### src/rtl/core/llwd_pkg.sv
`timescale 1ns / 1ps

package llwd_pkg;

    // Fixed field widths
    localparam int unsigned KIND_W   = 2;
    localparam int unsigned SLOT_W   = 4;
    localparam int unsigned LOAD_W   = 16;
    localparam int unsigned QUEUE_W  = 16;
    localparam int unsigned STATUS_W = 3;
    localparam int unsigned SPAWN_W  = 5;
    localparam int unsigned CFG_IX_W = 2;
    localparam int unsigned CFG_D_W  = 16;
    localparam int unsigned LIMIT_W  = 5;
    localparam int unsigned MAX_SLOTS_ADDR = 16;   // slots reachable by a 4-bit slot field
    localparam int unsigned POOL_MAX = 16;
    // Grow accumulator holds up to (POOL_MAX + 1) * 65535
    localparam int unsigned ACC_W    = 21;

    // Item kinds
    localparam logic [KIND_W-1:0] KIND_UPDATE   = 2'd0;
    localparam logic [KIND_W-1:0] KIND_DISPATCH = 2'd1;
    localparam logic [KIND_W-1:0] KIND_GROW     = 2'd2;

    // Result status codes
    localparam logic [STATUS_W-1:0] STAT_UPDATED = 3'd0;
    localparam logic [STATUS_W-1:0] STAT_CHOSEN  = 3'd1;
    localparam logic [STATUS_W-1:0] STAT_SPAWN   = 3'd2;
    localparam logic [STATUS_W-1:0] STAT_BUSY    = 3'd3;
    localparam logic [STATUS_W-1:0] STAT_GROW    = 3'd4;

    // Configuration register indexes
    localparam logic [CFG_IX_W-1:0] CFG_CONC_LIMIT = 2'd0;
    localparam logic [CFG_IX_W-1:0] CFG_POOL_CAP   = 2'd1;
    localparam logic [CFG_IX_W-1:0] CFG_GROW_THR   = 2'd2;

    typedef enum logic [1:0] {
        S_IDLE,
        S_SCAN,
        S_DRAIN,
        S_GROW
    } t_state;

endpackage

### src/rtl/core/least_loaded_worker_dispatcher_top.sv
`timescale 1ns / 1ps

// Least-loaded worker dispatcher. Raise start for one cycle while busy is low to
// hand in one beat; each beat yields exactly one result beat, shown on o_status,
// o_chosen_slot and o_spawn_count for a single cycle with o_valid high. The
// receiver cannot stall, so sample the result on the cycle o_valid is high.
// Per beat: a slot update, an unused kind and a dispatch on an empty pool
// answer straight from idle and keep busy low, so a new beat may follow at
// once. A dispatch scans the slot table one entry per cycle through a single
// read port of the load memory, over N = min(SLOTS, 16) entries, then drains
// the last entry read before it answers. A grow check runs one shared adder and
// comparator that steps a multiple of the threshold up towards the queue
// length, one step per cycle, until its count reaches min(queue / threshold,
// pool limit).
// Configuration writes land on the edge where i_cfg_we is high; write them only
// while the block is idle. Slot marks come out of reset cleared (empty pool); the
// load memory needs no clearing since a load is only read behind a set present
// mark.
module least_loaded_worker_dispatcher_top #(
    parameter int unsigned SLOTS = 16
) (
    input  logic                          i_clk,
    input  logic                          i_rst_n,
    input  logic                          start,
    output logic                          busy,
    input  logic [llwd_pkg::KIND_W-1:0]   i_kind,
    input  logic [llwd_pkg::SLOT_W-1:0]   i_slot,
    input  logic                          i_slot_present,
    input  logic                          i_slot_active,
    input  logic [llwd_pkg::LOAD_W-1:0]   i_slot_load,
    input  logic [llwd_pkg::QUEUE_W-1:0]  i_queue_length,
    input  logic                          i_cfg_we,
    input  logic [llwd_pkg::CFG_IX_W-1:0] i_cfg_index,
    input  logic [llwd_pkg::CFG_D_W-1:0]  i_cfg_data,
    output logic                          o_valid,
    output logic [llwd_pkg::STATUS_W-1:0] o_status,
    output logic [llwd_pkg::SLOT_W-1:0]   o_chosen_slot,
    output logic [llwd_pkg::SPAWN_W-1:0]  o_spawn_count
);
    import llwd_pkg::*;

    // Only slots addressable by the 4-bit slot field can ever hold a worker
    localparam int unsigned NSCAN = (SLOTS < MAX_SLOTS_ADDR) ? SLOTS : MAX_SLOTS_ADDR;
    localparam int unsigned IW    = (NSCAN > 1) ? $clog2(NSCAN) : 1;
    localparam int unsigned SW    = $clog2(NSCAN + 1);
    localparam logic [IW-1:0] LAST_IDX = IW'(NSCAN - 1);

    // Configuration registers
    logic [LOAD_W-1:0]  r_cfg_conc;
    logic [LIMIT_W-1:0] r_cfg_pool;
    logic [QUEUE_W-1:0] r_cfg_thr;

    // Control state
    t_state             r_state, n_state;
    logic [NSCAN-1:0]   r_present, n_present;
    logic [NSCAN-1:0]   r_active, n_active;
    logic [SW-1:0]      r_pool_size, n_pool_size;
    logic               r_rd_vld;
    logic               r_valid, n_valid;

    // Datapath state
    logic [IW-1:0]      r_idx, n_idx;
    logic [IW-1:0]      r_rd_idx;
    logic [LOAD_W-1:0]  r_rd_load;
    logic               r_found, n_found;
    logic [IW-1:0]      r_best_idx, n_best_idx;
    logic [LOAD_W-1:0]  r_best_load, n_best_load;
    logic [ACC_W-1:0]   r_acc, n_acc;
    logic [SPAWN_W-1:0] r_k, n_k;
    logic               r_gt, n_gt;
    logic [QUEUE_W-1:0] r_queue, n_queue;
    logic [STATUS_W-1:0] r_status, n_status;
    logic [SLOT_W-1:0]  r_chosen, n_chosen;
    logic [SPAWN_W-1:0] r_spawn, n_spawn;

    // Load memory, one write port for updates and one read port for the scan
    logic [LOAD_W-1:0]  r_load_mem [NSCAN];
    logic               w_mem_we;
    logic [IW-1:0]      w_wr_idx;

    // Scan compare
    logic               w_elig;
    logic               w_take;
    logic               w_cmp_found;
    logic [IW-1:0]      w_cmp_idx;
    logic [LOAD_W-1:0]  w_cmp_load;

    // Grow step
    logic [QUEUE_W-1:0] w_thr_eff;
    logic [LIMIT_W-1:0] w_lim_eff;
    logic [SPAWN_W-1:0] w_size;
    logic [ACC_W-1:0]   w_q_ext;
    logic [ACC_W-1:0]   w_acc_nxt;
    logic               w_fits;
    logic               w_gt_now;
    logic               w_gt_final;
    logic [SPAWN_W-1:0] w_target;
    logic [SPAWN_W-1:0] w_grow_spawn;

    logic               w_accept;
    logic               w_slot_ok;

    assign busy     = (r_state != S_IDLE);
    assign w_accept = start && !busy;
    assign w_slot_ok = ({1'b0, i_slot} < (SLOT_W + 1)'(NSCAN));
    assign w_wr_idx = i_slot[IW-1:0];

    assign o_valid       = r_valid;
    assign o_status      = r_status;
    assign o_chosen_slot = r_chosen;
    assign o_spawn_count = r_spawn;

    // Configuration write port
    always_ff @(posedge i_clk) begin
        if (!i_rst_n) begin
            r_cfg_conc <= LOAD_W'(1);
            r_cfg_pool <= LIMIT_W'(POOL_MAX);
            r_cfg_thr  <= QUEUE_W'(1);
        end else if (i_cfg_we) begin
            case (i_cfg_index)
                CFG_CONC_LIMIT: r_cfg_conc <= i_cfg_data[LOAD_W-1:0];
                CFG_POOL_CAP:   r_cfg_pool <= i_cfg_data[LIMIT_W-1:0];
                CFG_GROW_THR:   r_cfg_thr  <= i_cfg_data[QUEUE_W-1:0];
                default: ;      // drop writes to unused indexes
            endcase
        end
    end

    // Load memory: registered read at the scan pointer
    always_ff @(posedge i_clk) begin
        if (w_mem_we) begin
            r_load_mem[w_wr_idx] <= i_slot_load;
        end
        r_rd_load <= r_load_mem[r_idx];
        r_rd_idx  <= r_idx;
    end

    // Candidate compare on the entry read out last cycle
    always_comb begin
        w_elig = r_present[r_rd_idx] && r_active[r_rd_idx] && (r_rd_load < r_cfg_conc);
        w_take = r_rd_vld && w_elig && (!r_found || (r_rd_load < r_best_load));
        w_cmp_found = r_found || w_take;
        w_cmp_idx   = w_take ? r_rd_idx : r_best_idx;
        w_cmp_load  = w_take ? r_rd_load : r_best_load;
    end

    // Grow step: one add and compare per cycle towards min(q / thr, limit)
    always_comb begin
        w_thr_eff = (r_cfg_thr == '0) ? QUEUE_W'(1) : r_cfg_thr;
        if (r_cfg_pool == '0) begin
            w_lim_eff = LIMIT_W'(1);
        end else if (r_cfg_pool > LIMIT_W'(POOL_MAX)) begin
            w_lim_eff = LIMIT_W'(POOL_MAX);
        end else begin
            w_lim_eff = r_cfg_pool;
        end
        w_size     = SPAWN_W'(r_pool_size);
        w_q_ext    = ACC_W'(r_queue);
        w_acc_nxt  = r_acc + ACC_W'(w_thr_eff);
        w_fits     = (r_k < w_lim_eff) && (w_acc_nxt <= w_q_ext);
        // Capture whether queue exceeds size * thr when the count reaches size
        w_gt_now   = (r_acc < w_q_ext);
        w_gt_final = (r_k == w_size) ? w_gt_now : r_gt;
        w_target   = (r_k == '0) ? SPAWN_W'(1) : r_k;
        if ((w_size < w_lim_eff) && w_gt_final && (w_target > w_size)) begin
            w_grow_spawn = w_target - w_size;
        end else begin
            w_grow_spawn = '0;
        end
    end

    // Sequencer: next state and outputs
    always_comb begin
        n_state     = r_state;
        n_present   = r_present;
        n_active    = r_active;
        n_pool_size = r_pool_size;
        n_idx       = r_idx;
        n_found     = r_found;
        n_best_idx  = r_best_idx;
        n_best_load = r_best_load;
        n_acc       = r_acc;
        n_k         = r_k;
        n_gt        = r_gt;
        n_queue     = r_queue;
        n_valid     = 1'b0;
        n_status    = STAT_UPDATED;
        n_chosen    = '0;
        n_spawn     = '0;
        w_mem_we    = 1'b0;

        case (r_state)
            S_IDLE: begin
                if (w_accept) begin
                    case (i_kind)
                        KIND_UPDATE: begin
                            n_valid = 1'b1;
                            if (w_slot_ok) begin
                                w_mem_we = 1'b1;
                                n_present[w_wr_idx] = i_slot_present;
                                n_active[w_wr_idx]  = i_slot_active;
                                if (!r_present[w_wr_idx] && i_slot_present) begin
                                    n_pool_size = r_pool_size + SW'(1);
                                end else if (r_present[w_wr_idx] && !i_slot_present) begin
                                    n_pool_size = r_pool_size - SW'(1);
                                end
                            end
                        end
                        KIND_DISPATCH: begin
                            if (r_pool_size == '0) begin
                                n_valid  = 1'b1;
                                n_status = STAT_SPAWN;
                                n_spawn  = SPAWN_W'(1);
                            end else begin
                                n_idx   = '0;
                                n_found = 1'b0;
                                n_state = S_SCAN;
                            end
                        end
                        KIND_GROW: begin
                            n_queue = i_queue_length;
                            n_acc   = '0;
                            n_k     = '0;
                            n_gt    = 1'b0;
                            n_state = S_GROW;
                        end
                        default: begin
                            n_valid = 1'b1;
                        end
                    endcase
                end
            end
            S_SCAN: begin
                n_found     = w_cmp_found;
                n_best_idx  = w_cmp_idx;
                n_best_load = w_cmp_load;
                n_idx       = r_idx + IW'(1);
                if (r_idx == LAST_IDX) begin
                    n_state = S_DRAIN;
                end
            end
            S_DRAIN: begin
                n_valid = 1'b1;
                if (w_cmp_found) begin
                    n_status = STAT_CHOSEN;
                    n_chosen = SLOT_W'(w_cmp_idx);
                end else begin
                    n_status = STAT_BUSY;
                end
                n_state = S_IDLE;
            end
            S_GROW: begin
                if (w_fits) begin
                    n_acc = w_acc_nxt;
                    n_k   = r_k + SPAWN_W'(1);
                    n_gt  = w_gt_final;
                end else begin
                    n_valid  = 1'b1;
                    n_status = STAT_GROW;
                    n_spawn  = w_grow_spawn;
                    n_state  = S_IDLE;
                end
            end
            default: begin
                n_state = S_IDLE;
            end
        endcase
    end

    // Control registers
    always_ff @(posedge i_clk) begin
        if (!i_rst_n) begin
            r_state     <= S_IDLE;
            r_present   <= '0;
            r_active    <= '0;
            r_pool_size <= '0;
            r_rd_vld    <= 1'b0;
            r_valid     <= 1'b0;
        end else begin
            r_state     <= n_state;
            r_present   <= n_present;
            r_active    <= n_active;
            r_pool_size <= n_pool_size;
            r_rd_vld    <= (r_state == S_SCAN);
            r_valid     <= n_valid;
        end
    end

    // Datapath and result registers
    always_ff @(posedge i_clk) begin
        r_idx       <= n_idx;
        r_found     <= n_found;
        r_best_idx  <= n_best_idx;
        r_best_load <= n_best_load;
        r_acc       <= n_acc;
        r_k         <= n_k;
        r_gt        <= n_gt;
        r_queue     <= n_queue;
        r_status    <= n_status;
        r_chosen    <= n_chosen;
        r_spawn     <= n_spawn;
    end

    // Results only come out once the sequencer is back at rest
    a_valid_idle: assert property (@(posedge i_clk) disable iff (!i_rst_n)
        r_valid |-> (r_state == S_IDLE))
        else $error("result beat while sequencer busy");

    // Every accepted beat either answers next cycle or holds the block busy
    a_accept_progress: assert property (@(posedge i_clk) disable iff (!i_rst_n)
        w_accept |=> (r_valid || busy))
        else $error("accepted beat neither answered nor in progress");

    // Pool size counter tracks the present marks
    a_pool_count: assert property (@(posedge i_clk) disable iff (!i_rst_n)
        r_pool_size == SW'($countones(r_present)))
        else $error("pool size counter out of step with present marks");

    // A chosen slot must be present and active
    a_chosen_ok: assert property (@(posedge i_clk) disable iff (!i_rst_n)
        (r_valid && (r_status == STAT_CHOSEN)) |->
            (r_present[r_chosen[IW-1:0]] && r_active[r_chosen[IW-1:0]]))
        else $error("dispatch chose an ineligible slot");

endmodule

### config.mk
export PLATFORM = sky130hd
export DESIGN_NAME = least_loaded_worker_dispatcher_top
export DESIGN_NICKNAME = d
export VERILOG_FILES = /design/src/rtl/core/llwd_pkg.sv /design/src/rtl/core/least_loaded_worker_dispatcher_top.sv
export SDC_FILE = /design/constraint.sdc
export NUM_CORES = 1
export LEC_CHECK = 0
export ABC_AREA = 1
export BUFFER_PORTS_ARGS = -buffer_cell sky130_fd_sc_hd__buf_2
export CAP_MARGIN = 20
export CORE_ASPECT_RATIO = 0.6
export CORE_UTILIZATION = 35
export DETAILED_ROUTE_END_ITERATION = 6
export PLACE_DENSITY = 0.49
export RECOVER_POWER = 25
export SLEW_MARGIN = 20
export SYNTH_ARGS = -nofsm -noshare
export SYNTH_HDL_FRONTEND = slang
export SYNTH_SLANG_ARGS = --single-unit
### constraint.sdc
create_clock -name i_clk -period 6 [get_ports i_clk]
set_input_delay 0.3 -clock i_clk [delete_from_list [all_inputs] [get_ports i_clk]]
set_output_delay 0.3 -clock i_clk [all_outputs]
set_load 0.005 [all_outputs]
* Word level (Yosys, flattened, before mapping)
Memories as Yosys holds them, arrays and structs flattened. A register that Yosys moved wholly into a read port is not among the register bits. Index checks and enable logic that the tools add are counted.
Storage, ports and cells: memories 1, output and inout port bits 14, flip-flop bits (word level) 162, word-level logic and storage cells 162, bits in writable memories 256
Memories:
- r_load_mem | depth 16, bits a word 16, read ports 1, clocked after Yosys merged registers in 1, wr ports 1, line least_loaded_worker_dispatcher_top.sv:77 | logic [LOAD_W-1:0] r_load_mem [NSCAN];
Operators by class: reduce and logical (&&, ||, !) cells 39, eq/ne operators 18, mux-type cells 66, $lt $le $gt $ge 11, add/subtract/negate cells 6
Operators with widths (count):
- $mux W21 | 3
- $mux W5 | 10
- $pmux W21 S2 | 1
- $bwmux W16 | 2
- $lt A16 B16 Y1 | 2
- $mux W1 | 22
- $add A21 B16 Y21 | 1
- $le A21 B16 Y1 | 1
- $lt A21 B16 Y1 | 1
- $pmux W5 S2 | 2
- $logic_not A16 Y1 | 1
- $mux W16 | 1
- $mux W2 | 8
- $mux W4 | 4
- $logic_not A5 Y1 | 3
- $bmux W1 S4 | 3
- $reduce_and A4 Y1 | 3
- $logic_and A1 B1 Y1 | 11
- $add A5 B1 Y5 const B | 2
- $lt A4 B5 Y1 const B | 2
- $lt A5 B5 Y1 | 2
- $ne A2 B2 Y1 const B | 5
- $reduce_and A2 Y1 | 5
- $pmux W3 S3 | 1
- other kinds (26) | 44

* Depth between registers and ports, before layout
depth in word-level cells 9, mapped depth 29

* Worst setup path before layout
Ideal clock, no wire load.
kind register to register, start point reg r_cfg_thr[8], end point reg r_acc[0] (enable), arrival time 4.416 ns, buffers on the path 0, slack 1.163 ns, setup time 0.420 ns, period minus slack after synthesis 4.837 ns, required time 5.580 ns, cell stages (with the launch flop) 28, path through dfxtp_1 > nor4_1 > a41o_1 > ha_1 > inv_1 > fa_1 > inv_1 > nand2_1 > nand2_1 > nand3_1 > nand2_1 > nand2_1 > nand3_1 > xor2_1 > ha_1 > nand2_1 > inv_1 > nand2_1 > nand2_1 > a21oi_1 > nand2_1 > nand2_1 > nand2_1 > nand2_1 > a21oi_1 > nor2_4 > nand2_4 > a21oi_1
Between the ends: word-level cells in the longest chain between the ends 7
Ends and longest elaborated chain:
- from (decl) | line least_loaded_worker_dispatcher_top.sv:51 | logic [QUEUE_W-1:0] r_cfg_thr;
- from (signal assigned) | line least_loaded_worker_dispatcher_top.sv:123 | CFG_GROW_THR: r_cfg_thr <= i_cfg_data[QUEUE_W-1:0];
- $logic_not A16 Y1 | line least_loaded_worker_dispatcher_top.sv:149 | w_thr_eff = (r_cfg_thr == '0) ? QUEUE_W'(1) : r_cfg_thr;
- $mux W16 * | line least_loaded_worker_dispatcher_top.sv:149
- $add A21 B16 Y21 * | line least_loaded_worker_dispatcher_top.sv:159 | w_acc_nxt = r_acc + ACC_W'(w_thr_eff);
- via w_acc_nxt[12] | line least_loaded_worker_dispatcher_top.sv:93 | logic [ACC_W-1:0] w_acc_nxt;
- $le A21 B16 Y1 * | line least_loaded_worker_dispatcher_top.sv:160 | w_fits = (r_k < w_lim_eff) && (w_acc_nxt <= w_q_ext);
- $logic_and A1 B1 Y1 * | line least_loaded_worker_dispatcher_top.sv:160
- $ne A2 B2 Y1 (no source line) *
- $reduce_and A4 Y1 (no source line) *
- to (signal assigned) | line least_loaded_worker_dispatcher_top.sv:295 | r_acc <= n_acc;
- to (decl) | line least_loaded_worker_dispatcher_top.sv:68 | logic [ACC_W-1:0] r_acc, n_acc;
The timed path passes the listed nets; every way through them passes the cells marked *. A chain may end at the register's enable or synchronous reset.

* Worst setup path after layout
start point reg r_cfg_thr[4], end point reg r_acc[8] (enable)
The elaborated chain is that of the path after synthesis.

==> out/metrics.cfg <==
[timing]
hold_violations = 0
rsz0062_at_grt = false
max_freq_mhz = 199.8
finClkSkew_ps = 32.44
slew_viol_final = 0
slew_headroom = 0.3649
period_minus_slack_ps = 5005
period_share = 0.8342
setup_viol = 0
setup_tns_ps = 0
fin_ws_ps = 994.5
worst_pin_slew_ps = 950.4

[layout]
final_cell_area_sq_um = 22750
multi_input_area_sq_um = 6858
seqCellArea_sq_um = 11930
fin_nets = 2176
syn_to_final_growth_pct = 14.65
final_util = 0.4068
fill_cells = 5376
n_antenna_cell = 0
drive_gt1_frac = 0.09340

[floorplan]
die_area_sq_um = 57670
rows = 67
core_sq_um = 55910
die_h_um = 186.4
start_util = 0.3548
die_w_um = 309.4
io_pins = 76

[place]
place_congestion = 0.9213
hpwlAfterDp_um = 36490
port_buffers = 75
post-place-ws_ps = 1080
place_area_sq_um = 21070

[setup_path]
crit_top_cell = nand2_1
crit_type = flop to flop
required_ps = 6230
crit_arrival_ps = 5230
cp-end-kind = flop
critPathMaxFanout = 27
cpPeakStageDelay_ps = 520
worst_path_max_delay_cell = nor4_1
worstSetupStartpointType = flop

[grt]
antenna_found_initial = 2
gr-usage-all-layers = 0.1939
grt_max_degree = 75
grt_pass1_vias = 13550
grt.overflow.total = 0
grt_pass1_wl_um = 84560

[logic_synthesis]
syn_inst = 1938
syn_area_sq_um = 19840
synthFlopType = edfxtp_1
synth_common_cells = edfxtp_1 (324), nor2_1 (290), nand2_1 (257)
async_reset_ff_frac = 0
synth_edf_count = 324
synthesis.nets = 2104
synth-seq-cells = 434
synth_area_leaders = edfxtp_1 (49%), dfxtp_1 (11%), ha_1 (6.4%), nor2_1 (5.5%), nand2_1 (4.9%)
ys.warnings.count = 0
seq_area_frac_synth = 0.6014
synth_area_per_cell_sq_um = 10.24
yosysUniqueCellTypes = 52
yosys.area.top_type_share = 0.4904
yosysMostFrequentCell = edfxtp_1
synth_area_leader_cell = edfxtp_1

[power_and_ir_drop]
p_per_area_nw_per_um2 = 334.2
max-vdd-ir-drop_mv = 0.1737
p_leak_nw = 8.852
finalPower_mw = 7.601

[clock_tree]
cts_buffer_depth = 3
cts_resized = 0
cts_buffers = 44
cts_hold_buffers = 21
clock_latency_ps = 590
clkTransAtPathRegs_ps = 60
postCtsSetupRepairBufs = 0
cts_max_level = 2
cts_tree = yes
clock_sinks = 434
cts-root-buf = clkbuf_16

[routing]
top_layer = met5
wl_met3_um = 3738
wl_met2_um = 22070
drt_iter0_markers = 1155
vias = 14230
dr.pass1.iters = 7
ant_nets = 0
wl_met1_um = 29200
wire_per_inst_um = 19.89
wirelength_um = 55780
drc = 2
via_per_inst = 5.076

[outcome]
violations = design-rule violations
status = complete, but fails checks

[run]
cap_violations = 0

[min_path]
holdCritPathClass = primary input to flop

## cell usage in the layout (no fill, tap or decap), drive strengths merged, types with 70 or more instances in the layout
cell      n
edfxtp  324
nor2    300
nand2   264
inv     228
o21ai   144
dfxtp   110
a21oi   105
ha      101
nand3    92
buf      75
clkbuf   70
## kinds of logic after synthesis
group                    Yosys count  synth area share
AND/OR/NAND/NOR                  693            0.1456
AO/OA/AOI/OAI                    353            0.1069
XOR/XNOR                          17          0.007505
adder cells (fa/ha/maj)          104           0.06672
flip-flops                       434            0.6014
buffers and inverters            312           0.05934
multiplexers                      25           0.01261
## routing by layer
layer,up-vias,GRT usage
met2,449,0.2648
met3,60,0.03714
met5,-,0
met4,4,0.03522
li1,6851,-
met1,6869,0.3138
## power breakdown
group,switching (mW),internal (mW),total (mW)
Clock,1.23,1.64,2.86
Sequential,0.102,3.38,3.48
Combinational,0.848,0.410,1.26
Total,2.18,5.42,7.60
## flip-flops by register name, indices dropped and copies added (netlist names), 2 cells and up
register / count
r_rd_load: 16
r_idx: 4
r_present: 16
r_cfg_pool: 5
r_state: 2
o_chosen_slot: 4
r_queue: 16
o_status: 3
r_active: 16
r_load_mem: 256
r_pool_size: 5
o_spawn_count: 5
r_k: 5
r_cfg_conc: 16
r_acc: 21
r_rd_idx: 4
r_cfg_thr: 16
r_best_idx: 4
r_best_load: 16
## final timing paths
path	slack, ps	start	endpoint	cells after the start
hold reg to reg	440	r_idx[3]	r_rd_idx[3]	0
hold / removal	50	i_cfg_data[11]	r_cfg_thr[11]	3
setup / recovery	990	r_cfg_thr[4]	r_acc[8]	28
setup reg to reg	990	r_cfg_thr[4]	r_acc[8]	28
## cell type report
| cell class | count | share of cell area |
|---|---|---|
| clock buffers | 56 | 0.05259 |
| clock inverters | 25 | 0.01238 |
| inverters | 228 | 0.03768 |
| multi-input cells | 1192 | 0.3015 |
| flip-flops and latches | 434 | 0.5245 |
| well taps | 759 | 0.04175 |
| repair buffers | 110 | 0.02959 |
## worst max-delay path: cells and delay by family, from the launching register on
| family | cells | cell delay, ps |
|---|---|---|
| xor gates and xnor gates | 1 | 220 |
| adders and majority gates | 3 | 850 |
| buffers and inverters | 4 | 630 |
| and+or+nand+nor | 16 | 1820 |
| AOI/OAI and AO/OA | 4 | 760 |
| DFF | 1 | 330 |
## through the flow
stage,instances,hold WS (ps)
after detailed placement,2702,423.5
after CTS,2804,15.27
after global routing,2804,30.11
after floorplan,1938,346.2
final,2804,46.93
after global placement,2702,436.6
Note: power is estimated with default switching activity, not from simulation.
